File: src/hw/rtl/assert_macros.svh
// ---------------------------------------------------------------------------
// assertion macros
// shared clocked assertion forms for the rtl folder
// ---------------------------------------------------------------------------
`ifndef ASSERT_MACROS_SVH
`define ASSERT_MACROS_SVH

// clocked check, off while reset is low
`define ASSERT_CLK(label, clk, rst_n, prop) \
    label: assert property (@(posedge clk) disable iff (!rst_n) (prop)) \
        else $error("assertion failed");

// clocked check, also active during reset
`define ASSERT_ALWAYS(label, clk, prop) \
    label: assert property (@(posedge clk) (prop)) \
        else $error("assertion failed");

`endif

File: src/hw/rtl/gffra_pkg.sv
// ---------------------------------------------------------------------------
// gffra_pkg
// shared constants, codes and types of the grid rectangle allocator
// ---------------------------------------------------------------------------
package gffra_pkg;

    // default grid size
    localparam int DEF_GRID_COLS = 16;
    localparam int DEF_GRID_ROWS = 16;

    // field widths
    localparam int CFG_W   = 5;
    localparam int FIELD_W = 5;
    localparam int COORD_W = 4;

    // widest rectangle a request can carry
    localparam int MAX_RECT = (1 << FIELD_W) - 1;

    // internal width for sizes and row/column positions (grid up to 64 plus a rect)
    localparam int DIM_W = 8;

    // register reset values
    localparam logic [CFG_W-1:0] COLS_RST = 5'd10;
    localparam logic [CFG_W-1:0] ROWS_RST = 5'd10;

    // register indexes
    typedef enum logic {
        CFG_COLS = 1'b0,
        CFG_ROWS = 1'b1
    } t_cfg_idx;

    // request kinds
    localparam logic FUNC_ALLOC = 1'b0;
    localparam logic FUNC_FREE  = 1'b1;

    typedef enum logic [3:0] {
        S_IDLE,
        S_START,
        S_SCAN_RD,
        S_SCAN_CNT,
        S_SCAN_FIT,
        S_SCAN_ENC,
        S_RMW_RD,
        S_RMW_WR,
        S_DONE
    } t_state;

    function automatic int idx_w(input int n);
        return (n > 1) ? $clog2(n) : 1;
    endfunction

endpackage

File: src/hw/rtl/gffra_mem.sv
// ---------------------------------------------------------------------------
// gffra_mem
// occupancy bitmap, one word per grid row, registered read, per-row valid flags
// ---------------------------------------------------------------------------
`include "assert_macros.svh"

module gffra_mem #(
    parameter int GRID_COLS = 16,
    parameter int GRID_ROWS = 16,
    parameter int RI_W      = 4
) (
    input  logic                 i_clk,
    input  logic                 i_rst_n,
    input  logic                 i_rd_en,
    input  logic [RI_W-1:0]      i_rd_addr,
    output logic [GRID_COLS-1:0] o_rd_data,
    input  logic                 i_wr_en,
    input  logic [RI_W-1:0]      i_wr_addr,
    input  logic [GRID_COLS-1:0] i_wr_data
);

    logic [GRID_COLS-1:0] r_mem [GRID_ROWS];
    logic [GRID_ROWS-1:0] r_vld;
    logic [GRID_COLS-1:0] r_rd_data;
    logic                 r_rd_vld;

    always_ff @(posedge i_clk) begin
        if (i_wr_en) begin
            r_mem[i_wr_addr] <= i_wr_data;
        end
        if (i_rd_en) begin
            r_rd_data <= r_mem[i_rd_addr];
        end
    end

    // a row never written since reset reads as all free
    always_ff @(posedge i_clk) begin
        if (!i_rst_n) begin
            r_vld    <= '0;
            r_rd_vld <= 1'b0;
        end else begin
            if (i_wr_en) begin
                r_vld[i_wr_addr] <= 1'b1;
            end
            if (i_rd_en) begin
                r_rd_vld <= r_vld[i_rd_addr];
            end
        end
    end

    assign o_rd_data = r_rd_vld ? r_rd_data : '0;

    `ASSERT_CLK(a_no_rw_same_row, i_clk, i_rst_n, !(i_rd_en && i_wr_en && (i_rd_addr == i_wr_addr)))

endmodule

File: src/hw/rtl/gffra_fit.sv
// ---------------------------------------------------------------------------
// gffra_fit
// horizontal fit of a rectangle over a row of usable anchor columns
// ---------------------------------------------------------------------------
module gffra_fit
    import gffra_pkg::*;
#(
    parameter int GRID_COLS = 16,
    parameter int CI_W      = 4
) (
    input  logic                 i_clk,
    input  logic                 i_load,
    input  logic [GRID_COLS-1:0] i_ok,
    input  logic [FIELD_W-1:0]   i_width,
    output logic                 o_hit,
    output logic [CI_W-1:0]      o_col
);

    logic [GRID_COLS+MAX_RECT-1:0] w_ok_ext;
    logic [MAX_RECT-1:0]           w_span;
    logic [GRID_COLS-1:0]          w_fit;
    logic [GRID_COLS-1:0]          r_fit;

    // columns past the grid are never usable, so a window running off the edge fails
    assign w_ok_ext = {{MAX_RECT{1'b0}}, i_ok};

    always_comb begin
        for (int j = 0; j < MAX_RECT; j++) begin
            w_span[j] = (FIELD_W'(j) < i_width);
        end
    end

    always_comb begin
        for (int x = 0; x < GRID_COLS; x++) begin
            w_fit[x] = &(w_ok_ext[x +: MAX_RECT] | ~w_span);
        end
    end

    always_ff @(posedge i_clk) begin
        if (i_load) begin
            r_fit <= w_fit;
        end
    end

    // lowest fitting column wins
    always_comb begin
        o_col = '0;
        for (int x = GRID_COLS - 1; x >= 0; x--) begin
            if (r_fit[x]) begin
                o_col = CI_W'(x);
            end
        end
    end

    assign o_hit = |r_fit;

endmodule

File: src/hw/rtl/grid_first_fit_rect_allocator.sv
// ---------------------------------------------------------------------------
// grid_first_fit_rect_allocator
// first-fit rectangle allocator over a 2d occupancy bitmap
// ---------------------------------------------------------------------------
//  channel   | signals                                   | direction
//  ----------+-------------------------------------------+----------
//  request   | i_valid/o_ready, i_func, i_rect_*, i_anchor_* | in
//  result    | o_valid/i_ready, o_placed, o_found_col/row   | out
//  config    | i_cfg_we, i_cfg_addr, i_cfg_wdata            | in
//
//  one request at a time; o_ready is high only while idle, the result
//  register lets the next request in while the last result waits
//  allocate: each scanned grid row passes read, count, fit and encode, then
//  each marked row gets a read-modify-write on the single row memory
//  free: a read-modify-write per cleared row; a rejected request goes from start straight to done
//  reset: synchronous; per-row valid flags clear the bitmap at once, no sweep
// ---------------------------------------------------------------------------
`include "assert_macros.svh"

module grid_first_fit_rect_allocator
    import gffra_pkg::*;
#(
    parameter int GRID_COLS = DEF_GRID_COLS,
    parameter int GRID_ROWS = DEF_GRID_ROWS
) (
    input  logic               i_clk,
    input  logic               i_rst_n,
    // request beat
    input  logic               i_valid,
    output logic               o_ready,
    input  logic               i_func,
    input  logic [FIELD_W-1:0] i_rect_width,
    input  logic [FIELD_W-1:0] i_rect_height,
    input  logic [COORD_W-1:0] i_anchor_col,
    input  logic [COORD_W-1:0] i_anchor_row,
    // result beat
    output logic               o_valid,
    input  logic               i_ready,
    output logic               o_placed,
    output logic [COORD_W-1:0] o_found_col,
    output logic [COORD_W-1:0] o_found_row,
    // register writes
    input  logic               i_cfg_we,
    input  logic               i_cfg_addr,
    input  logic [CFG_W-1:0]   i_cfg_wdata
);

    localparam int CI_W = idx_w(GRID_COLS);
    localparam int RI_W = idx_w(GRID_ROWS);
    localparam logic [DIM_W-1:0] COLS_MAX = DIM_W'(GRID_COLS);
    localparam logic [DIM_W-1:0] ROWS_MAX = DIM_W'(GRID_ROWS);
    localparam logic [DIM_W-1:0] ONE      = DIM_W'(1);

    // control state
    t_state r_state, n_state;
    logic [CFG_W-1:0] r_cols_cfg, r_rows_cfg;
    logic r_out_valid;

    // request held for the duration of the work
    logic             r_func;
    logic [DIM_W-1:0] r_w, r_h, r_ac, r_ar;

    // work registers
    logic [DIM_W-1:0]     r_row;    // row being scanned or rewritten
    logic [DIM_W-1:0]     r_rend;   // end (exclusive) of rows to rewrite
    logic [DIM_W-1:0]     r_lo, r_hi; // column span to set or clear
    logic                 r_placed;
    logic [COORD_W-1:0]   r_fcol, r_frow;
    logic [DIM_W-1:0]     r_vcnt [GRID_COLS]; // free run length down each column
    logic [GRID_COLS-1:0] r_ok;

    // result register
    logic               r_o_placed;
    logic [COORD_W-1:0] r_o_col, r_o_row;

    // combinational
    logic [DIM_W-1:0]     w_eff_cols, w_eff_rows;
    logic [DIM_W-1:0]     w_cols_ext, w_rows_ext;
    logic                 w_alloc_ok, w_free_ok;
    logic [DIM_W-1:0]     w_free_cend, w_free_rend;
    logic                 w_scan_last, w_rmw_last;
    logic [GRID_COLS-1:0] w_rd_data, w_wr_data, w_mask, w_ok;
    logic [DIM_W-1:0]     w_cnt [GRID_COLS];
    logic                 w_hit;
    logic [CI_W-1:0]      w_hit_col;
    logic [DIM_W-1:0]     w_hit_x, w_hit_y;
    logic                 w_rd_en, w_wr_en, w_fit_load, w_out_load;

    // grid in use, clamped to the built size
    assign w_cols_ext = DIM_W'(r_cols_cfg);
    assign w_rows_ext = DIM_W'(r_rows_cfg);
    assign w_eff_cols = (w_cols_ext > COLS_MAX) ? COLS_MAX : w_cols_ext;
    assign w_eff_rows = (w_rows_ext > ROWS_MAX) ? ROWS_MAX : w_rows_ext;

    assign w_alloc_ok = (r_w != '0) && (r_h != '0) && (r_w <= w_eff_cols)
                        && (r_h <= w_eff_rows);
    assign w_free_ok  = (r_w != '0) && (r_h != '0) && (r_ac < w_eff_cols)
                        && (r_ar < w_eff_rows);

    // free clips to the grid in use
    assign w_free_cend = ((r_ac + r_w) > w_eff_cols) ? w_eff_cols : (r_ac + r_w);
    assign w_free_rend = ((r_ar + r_h) > w_eff_rows) ? w_eff_rows : (r_ar + r_h);

    assign w_scan_last = ((r_row + ONE) >= w_eff_rows);
    assign w_rmw_last  = ((r_row + ONE) >= r_rend);

    // vertical run counts: a column is a usable anchor column for the candidate
    // row (current row - height + 1) once it has height free cells in a row
    always_comb begin
        for (int c = 0; c < GRID_COLS; c++) begin
            if (w_rd_data[c]) begin
                w_cnt[c] = '0;
            end else if (r_vcnt[c] >= r_h) begin
                w_cnt[c] = r_h;
            end else begin
                w_cnt[c] = r_vcnt[c] + ONE;
            end
            w_ok[c] = (w_cnt[c] >= r_h) && (DIM_W'(c) < w_eff_cols);
        end
    end

    assign w_hit_x = DIM_W'(w_hit_col);
    assign w_hit_y = r_row - r_h + ONE;

    // cells touched by the current rewrite
    always_comb begin
        for (int c = 0; c < GRID_COLS; c++) begin
            w_mask[c] = (DIM_W'(c) >= r_lo) && (DIM_W'(c) < r_hi);
        end
    end

    assign w_wr_data = (r_func == FUNC_FREE) ? (w_rd_data & ~w_mask)
                                             : (w_rd_data | w_mask);

    gffra_mem #(
        .GRID_COLS (GRID_COLS),
        .GRID_ROWS (GRID_ROWS),
        .RI_W      (RI_W)
    ) u_mem (
        .i_clk     (i_clk),
        .i_rst_n   (i_rst_n),
        .i_rd_en   (w_rd_en),
        .i_rd_addr (r_row[RI_W-1:0]),
        .o_rd_data (w_rd_data),
        .i_wr_en   (w_wr_en),
        .i_wr_addr (r_row[RI_W-1:0]),
        .i_wr_data (w_wr_data)
    );

    gffra_fit #(
        .GRID_COLS (GRID_COLS),
        .CI_W      (CI_W)
    ) u_fit (
        .i_clk   (i_clk),
        .i_load  (w_fit_load),
        .i_ok    (r_ok),
        .i_width (r_w[FIELD_W-1:0]),
        .o_hit   (w_hit),
        .o_col   (w_hit_col)
    );

    // next state
    always_comb begin
        n_state = r_state;
        unique case (r_state)
            S_IDLE: begin
                if (i_valid) begin
                    n_state = S_START;
                end
            end
            S_START: begin
                if (r_func == FUNC_FREE) begin
                    n_state = w_free_ok ? S_RMW_RD : S_DONE;
                end else begin
                    n_state = w_alloc_ok ? S_SCAN_RD : S_DONE;
                end
            end
            S_SCAN_RD:  n_state = S_SCAN_CNT;
            S_SCAN_CNT: n_state = S_SCAN_FIT;
            S_SCAN_FIT: n_state = S_SCAN_ENC;
            S_SCAN_ENC: begin
                if (w_hit) begin
                    n_state = S_RMW_RD;
                end else if (w_scan_last) begin
                    n_state = S_DONE;
                end else begin
                    n_state = S_SCAN_RD;
                end
            end
            S_RMW_RD: n_state = S_RMW_WR;
            S_RMW_WR: n_state = w_rmw_last ? S_DONE : S_RMW_RD;
            S_DONE: begin
                if (!r_out_valid || i_ready) begin
                    n_state = S_IDLE;
                end
            end
            default: n_state = S_IDLE;
        endcase
    end

    // state outputs
    always_comb begin
        o_ready    = 1'b0;
        w_rd_en    = 1'b0;
        w_wr_en    = 1'b0;
        w_fit_load = 1'b0;
        w_out_load = 1'b0;
        unique case (r_state)
            S_IDLE:     o_ready    = 1'b1;
            S_SCAN_RD:  w_rd_en    = 1'b1;
            S_SCAN_FIT: w_fit_load = 1'b1;
            S_RMW_RD:   w_rd_en    = 1'b1;
            S_RMW_WR:   w_wr_en    = 1'b1;
            S_DONE:     w_out_load = !r_out_valid || i_ready;
            default: begin
            end
        endcase
    end

    // control registers
    always_ff @(posedge i_clk) begin
        if (!i_rst_n) begin
            r_state     <= S_IDLE;
            r_out_valid <= 1'b0;
            r_cols_cfg  <= COLS_RST;
            r_rows_cfg  <= ROWS_RST;
        end else begin
            r_state <= n_state;
            if (w_out_load) begin
                r_out_valid <= 1'b1;
            end else if (i_ready) begin
                r_out_valid <= 1'b0;
            end
            if (i_cfg_we) begin
                unique case (t_cfg_idx'(i_cfg_addr))
                    CFG_COLS: r_cols_cfg <= i_cfg_wdata;
                    CFG_ROWS: r_rows_cfg <= i_cfg_wdata;
                    default: begin
                    end
                endcase
            end
        end
    end

    // datapath registers
    always_ff @(posedge i_clk) begin
        unique case (r_state)
            S_IDLE: begin
                if (i_valid) begin
                    r_func <= i_func;
                    r_w    <= DIM_W'(i_rect_width);
                    r_h    <= DIM_W'(i_rect_height);
                    r_ac   <= DIM_W'(i_anchor_col);
                    r_ar   <= DIM_W'(i_anchor_row);
                end
            end
            S_START: begin
                // free always answers placed; allocate only on a hit
                r_placed <= (r_func == FUNC_FREE);
                r_fcol   <= '0;
                r_frow   <= '0;
                r_row    <= (r_func == FUNC_FREE) ? r_ar : '0;
                r_rend   <= w_free_rend;
                r_lo     <= r_ac;
                r_hi     <= w_free_cend;
                for (int c = 0; c < GRID_COLS; c++) begin
                    r_vcnt[c] <= '0;
                end
            end
            S_SCAN_CNT: begin
                for (int c = 0; c < GRID_COLS; c++) begin
                    r_vcnt[c] <= w_cnt[c];
                end
                r_ok <= w_ok;
            end
            S_SCAN_ENC: begin
                if (w_hit) begin
                    r_placed <= 1'b1;
                    r_fcol   <= COORD_W'(w_hit_col);
                    r_frow   <= COORD_W'(w_hit_y);
                    r_row    <= w_hit_y;
                    r_rend   <= r_row + ONE;
                    r_lo     <= w_hit_x;
                    r_hi     <= w_hit_x + r_w;
                end else begin
                    r_row <= r_row + ONE;
                end
            end
            S_RMW_WR: begin
                r_row <= r_row + ONE;
            end
            default: begin
            end
        endcase
    end

    // result register payload
    always_ff @(posedge i_clk) begin
        if (w_out_load) begin
            r_o_placed <= r_placed;
            r_o_col    <= r_fcol;
            r_o_row    <= r_frow;
        end
    end

    assign o_valid     = r_out_valid;
    assign o_placed    = r_o_placed;
    assign o_found_col = r_o_col;
    assign o_found_row = r_o_row;

    `ASSERT_CLK(a_scan_in_grid, i_clk, i_rst_n, (r_state == S_SCAN_RD) |-> (r_row < w_eff_rows))
    `ASSERT_CLK(a_rmw_in_grid, i_clk, i_rst_n, (r_state == S_RMW_WR) |-> ((r_row < w_eff_rows) && (r_row < r_rend)))
    `ASSERT_CLK(a_hit_fits, i_clk, i_rst_n, ((r_state == S_SCAN_ENC) && w_hit) |-> ((w_hit_x + r_w) <= w_eff_cols))
    `ASSERT_CLK(a_accept_starts, i_clk, i_rst_n, (i_valid && o_ready) |=> (r_state == S_START))

endmodule

File: config.mk
export PLATFORM = sky130hd
export DESIGN_NAME = grid_first_fit_rect_allocator
export DESIGN_NICKNAME = d
export VERILOG_FILES = /design/src/hw/rtl/gffra_pkg.sv /design/src/hw/rtl/gffra_mem.sv /design/src/hw/rtl/gffra_fit.sv /design/src/hw/rtl/grid_first_fit_rect_allocator.sv
export VERILOG_INCLUDE_DIRS = /design/src /design/src/hw/rtl
export SDC_FILE = /design/constraint.sdc
export NUM_CORES = 1
export LEC_CHECK = 0
export BUFFER_PORTS_ARGS = -buffer_cell sky130_fd_sc_hd__buf_2
export CAP_MARGIN = 40
export CELL_PAD_IN_SITES_DETAIL_PLACEMENT = 1
export CELL_PAD_IN_SITES_GLOBAL_PLACEMENT = 2
export CORE_MARGIN = 2
export CORE_UTILIZATION = 46
export CTS_CLUSTER_DIAMETER = 60
export CTS_CLUSTER_SIZE = 28
export DETAILED_ROUTE_END_ITERATION = 8
export GPL_TIMING_DRIVEN = 0
export PLACE_DENSITY = 0.86
export SLEW_MARGIN = 10
export SYNTH_ARGS = -nofsm -noshare
export SYNTH_HDL_FRONTEND = slang
export SYNTH_SLANG_ARGS = --single-unit
File: constraint.sdc
create_clock -name i_clk -period 20.2 [get_ports i_clk]
set_input_delay 4.04 -clock i_clk [delete_from_list [all_inputs] [get_ports i_clk]]
set_output_delay 4.04 -clock i_clk [all_outputs]
set_load 0.005 [all_outputs]
== Yosys cells after proc, flatten, opt, wreduce, memory -nomap -nowiden ==
Memories as Yosys holds them, arrays and structs flattened. A register that Yosys moved wholly into a read port is not among the register bits.
Index checks and enable logic that the tools add are counted.
Word-level totals
  flip-flop bits (word level): 133
  memory bits (writable): 384
  input port bits: 30
  output and inout bits: 11
  logic and storage cells: 399
  memories: 2
Operators by class
  add/subtract/negate cells: 22
  magnitude comparators: 123
  equality and inequality tests: 11
  mux-type cells: 111
  bitwise gates (word level): 38
  reduce and logical (&&, ||, !) cells: 69
Memory list
  u_mem.r_mem: words 16, bits a word 16, read ports 1, clocked after Yosys merged registers in 1, wr ports 1, line gffra_mem.sv:22  | logic [GRID_COLS-1:0] r_mem [GRID_ROWS];
  r_vcnt: words 16, bits a word 8, read ports 16, clocked after Yosys merged registers in 0, wr ports 16, line grid_first_fit_rect_allocator.sv:69  | logic [DIM_W-1:0] r_vcnt [GRID_COLS];
Operator list (number)
  AND reduction 31 bit: 16
  two-way mux 8 bit: 52
  >= comparator 8 x 5 -> 1 bit: 33
  adder 8 x 1 -> 8 bit (second input constant): 18
  two-way mux 4 bit: 27
  < comparator 4 x 5 -> 1 bit (first input constant): 16
  < comparator 5 bit (first input constant): 15
  >= comparator 4 x 8 -> 1 bit (first input constant): 8
  < comparator 4 x 8 -> 1 bit (first input constant): 8
  one-hot mux 8 bit (2 select lines): 3
  < comparator 3 x 5 -> 1 bit (first input constant): 8
  logical AND 1 bit: 38
  one-hot mux 4 bit (9 select lines): 1
  >= comparator 3 x 8 -> 1 bit (first input constant): 4
  < comparator 3 x 8 -> 1 bit (first input constant): 4
  two-way mux 16 bit: 2
  bitwise OR 16 bit: 2
  inverter 31 bit: 1
  bitwise OR 1 x 31 -> 31 bit: 1
  bitwise OR 10 x 31 -> 31 bit: 1
  bitwise OR 11 x 31 -> 31 bit: 1
  bitwise OR 12 x 31 -> 31 bit: 1
  bitwise OR 13 x 31 -> 31 bit: 1
  bitwise OR 14 x 31 -> 31 bit: 1
  other kinds (52): 112

== Depth between registers and ports, before layout ==
  depth after elaboration: 19
  depth in mapped cells: 17

== Modules after synthesis ==
From an unflattened synthesis, not the netlist that was laid out.
Second synthesis, totals
  cell total of the unflattened synthesis: 2313
  area total of the unflattened synthesis: 29161.7 um2
Modules (own cells, without submodules)
  grid_first_fit_rect_allocator: instances 1, cells each 1552, area each 16189.3 um2, sequential area each 6516.2 um2
  gffra_mem: instances 1, cells each 463, area each 10923.0 um2, sequential area each 8508.2 um2
  gffra_fit: instances 1, cells each 298, area each 2049.5 um2, sequential area each 480.5 um2

== Least setup slack after synthesis ==
OpenSTA, ideal clock, no wires.
  path kind: register to register
  from: register r_state[0]
  to: memory r_vcnt[1][5], in the netlist r_vcnt[0][13] (data pin)
  setup time: 0.136 ns
  data arrival time: 7.960 ns
  slack: 12.104 ns
  stages on the path, launching flop included: 8
  cells stage by stage: dfxtp_1 > clkbuf_1 > nand2b_1 > nor2_1 > nand2_1 > inv_1 > clkbuf_1 > and3_1
RTL lines
  from (decl): line grid_first_fit_rect_allocator.sv:55  | t_state r_state, n_state;
  from (signal assigned): line grid_first_fit_rect_allocator.sv:228  | r_state <= n_state;
  to (decl): line grid_first_fit_rect_allocator.sv:69

== Worst setup path in the final report ==
  from: register r_state[0]
  to: output port o_ready
On the way
  longest elaborated chain between the ends: 2
Ends and longest elaborated chain
  zero test 4 bit: line grid_first_fit_rect_allocator.sv:208  | unique case (r_state)
  two-way mux 1 bit: line grid_first_fit_rect_allocator.sv:208
  to (decl): line grid_first_fit_rect_allocator.sv:30  | output logic o_ready,
No other way between the ends.

==> flow_summary.toml <==
[logic_synthesis]
synth_top_cell_by_area = "edfxtp_1"
ys_types = 73
yosys.area_share.simple_pct = 10.32
synth_mux_area_share_pct = 8.370
synth_compound_area_share_pct = 11.99
yosys_warnings = 0
synth_fa_ha_area_share_pct = 10.81
synth-seq-cells = 527
synth.top_cell.area_share_pct = 51.31
netlist_area_um2 = 28970
synthTopCellsByArea = "edfxtp_1, ha_1, mux4_2"
synth_top_family_by_area = "compound AO/OA/AOI/OAI gates"
synth_edf_count = 495
synthCells = 2306
syn_area_per_cell_um2 = 12.56
synth_xor_area_share_pct = 2.298
synthFlopType = "edfxtp_1"
async_flop_share_pct = 0
ys_seq_area_share_pct = 53.52

[outcome]
outcome = "complete, no violations"

[placement]
post_dp_cell_area_um2 = 31210
dp.cells = 3283
gp_congestion = 0.8961
hpwl_mm = 65.02
io_buffer_count = 39

[sta]
setup_viol = 0
final_hold_viol_count = 0
worstMarginPinSlew_ns = 0.9846
fmax_ghz = 0.1642
maxSlewViolCount = 0
clock_skew_ns = 0.05114
period_share_pct = 30.15
tns_ns = 0
rsz0062_at_grt = "no"
slew_headroom_pct = 34.36
finalCriticalPeriod_ns = 6.090

[worst_setup_path]
cp_max_fo = 9
max_stage_delay_ns = 0.63
cp-start-kind = "flop"
reg2reg_depth = 19
cp_cell_sequence = "clkbuf_1 > nor4_1 > buf_2"
cp_num_buf_inv = 2
critPathKind = "reg2out"
critPathRequiredTime_ns = 16.16
critical_path.top_delay_family = "simple AND/OR/NAND/NOR gates"
end_kind = "primary output"
crit_slowest_cell = "nor4_1"
cp.depth = 3
cp.arrival_ns = 2.05

[pwr]
leakage_nw = 12.29
powerDensity_nw_per_um2 = 94.68
vdd_drop_max_v = 0.0001131
finalPower_mw = 3.111

[clocking]
cts.htree.levels = 2
cts_sinks = 527
cts_buffer_depth = 3
root_buffer = "clkbuf_16"
post_cts_resized = 0
cts_tree = "built"
clk_latency_ns = 0.63
clk_pin_slew_ns = 0.08
post-cts-setup-buffers = 0
ctsHoldBuffers = 0
cts_buffers = 45

[detailed_routing]
drtAntennaViolNets = 0
drc_errors = 0
drt_iter0_markers = 1524
wirelength_mm = 88.11
vias = 20610
firstDrtPassIters = 5
wire_per_inst_um = 26.16
vias_per_cell = 6.119

[die]
die_w_um = 255.0
die_h_um = 255.0
ioPinCount = 41
start_util_pct = 46.27
rows = 92
core_um2 = 62620
dieArea_um2 = 65000

[global_route]
grt_busiest_layer = "met2"
grt_pass1_wl_mm = 132.9
antenna_found_initial = 0
grt-ovfl-total = 0
grt_pass1_vias = 21814
use_met3_pct = 3.539
grt_max_degree = 30
grt_usage_pct = 27.36
grt_use_met1_pct = 36.37
met2_usage_pct = 46.29

[layout]
diodes = 0
fillers = 6422
multi_input_area_um2 = 12890
drive_gt1_share_pct = 13.05
syn2layout_area_growth_pct = 13.41
nets = 2763
fin_area_um2 = 32860
final_cells = 3368
seq_area_um2 = 15500

[worst_hold_path]
hold_depth = 0
hp-class = "reg2reg"

[flow_run]
maxCapViolCount = 0
cells in the final DEF (no fill, tap or decap), types with 68 or more instances in the layout:
cell type / instances
edfxtp_1: 495
ha_1: 243
nor2_1: 157
nand2_1: 137
a21o_1: 102
clkbuf_1: 99
mux4_2: 85
a21oi_1: 79
nand3_1: 78
o21ai_0: 68
metrics by stage:
step | setup WS [ns] | hold WS (ns) | util, %
4_1_cts | 14.09 | 0.4221 | 52.44
5_1_grt | 13.97 | 0.4239 | 52.47
3_3_place_gp | 6.218 | 0.4026 | 48.45
3_5_place_dp | 14.50 | 0.4056 | 49.84
6_report | 14.11 | 0.4249 | 52.47
2_1_floorplan | 12.10 | 0.4003 | -
cell usage after synthesis, drive strengths merged (32+ instances only):
| cell type | instances |
|---|---|
| a2111oi | 42 |
| a211oi | 38 |
| a21o | 102 |
| a21oi | 81 |
| a31oi | 37 |
| clkbuf | 97 |
| dfxtp | 32 |
| edfxtp | 495 |
| ha | 243 |
| inv | 64 |
| mux2i | 51 |
| mux4 | 85 |
| nand2 | 137 |
| nand2b | 46 |
| nand3 | 78 |
| nor2 | 171 |
| nor3 | 64 |
| o21ai | 78 |
| xor2 | 60 |
routing by layer:
metal	vias to the layer above	part of all wire [%]
li1	9267	-
met1	10521	43
met2	646	49
met3	176	5.3
met4	0	3.4
met5	-	0
area by class of cell:
| cell class | count | area share (%) |
|---|---|---|
| timing repair buffer | 102 | 3.031 |
| sequential | 527 | 47.19 |
| multi-input combinational | 1617 | 39.23 |
| tap | 846 | 3.222 |
| clock buffer | 49 | 3.538 |
| inverter | 66 | 0.7540 |
| buffer | 127 | 1.618 |
| clock inverter | 34 | 1.413 |
cells by family after synthesis:
group | count (synthesis)
compound gates | 502
fa+ha+maj | 248
xor+xnor | 76
other cells | 1
simple gates | 623
buf+inv | 193
mux | 136
flops | 527
registers in the layout, summed over array words and instances (netlist names), 4 cells and up:
| register | cells |
|---|---|
| o_found_col | 4 |
| o_found_row | 4 |
| r_ac | 4 |
| r_ar | 4 |
| r_cols_cfg | 5 |
| r_fcol | 4 |
| r_frow | 4 |
| r_h | 5 |
| r_hi | 6 |
| r_lo | 4 |
| r_ok | 16 |
| r_rend | 8 |
| r_row | 8 |
| r_rows_cfg | 5 |
| r_state | 4 |
| r_vcnt | 128 |
| r_w | 5 |
| u_fit.r_fit | 16 |
| u_mem.r_mem | 256 |
| u_mem.r_rd_data | 16 |
| u_mem.r_vld | 16 |
final timing paths:
path	startpoint	to	slack, ns
setup / recovery	r_state[0]	o_ready	14.11
hold reg to reg	r_fcol[3]	o_found_col[3]	0.42
hold / removal	r_fcol[3]	o_found_col[3]	0.42
setup reg to reg	r_h[1]	r_ok[8]	14.39
where the power goes:
| group | switching [mW] | internal [mW] |
|---|---|---|
| clock | 0.480 | 0.478 |
| combinational | 0.475 | 0.316 |
| sequential | 0.0572 | 1.30 |
| total | 1.01 | 2.10 |
Power figures use the tool's default switching activity.
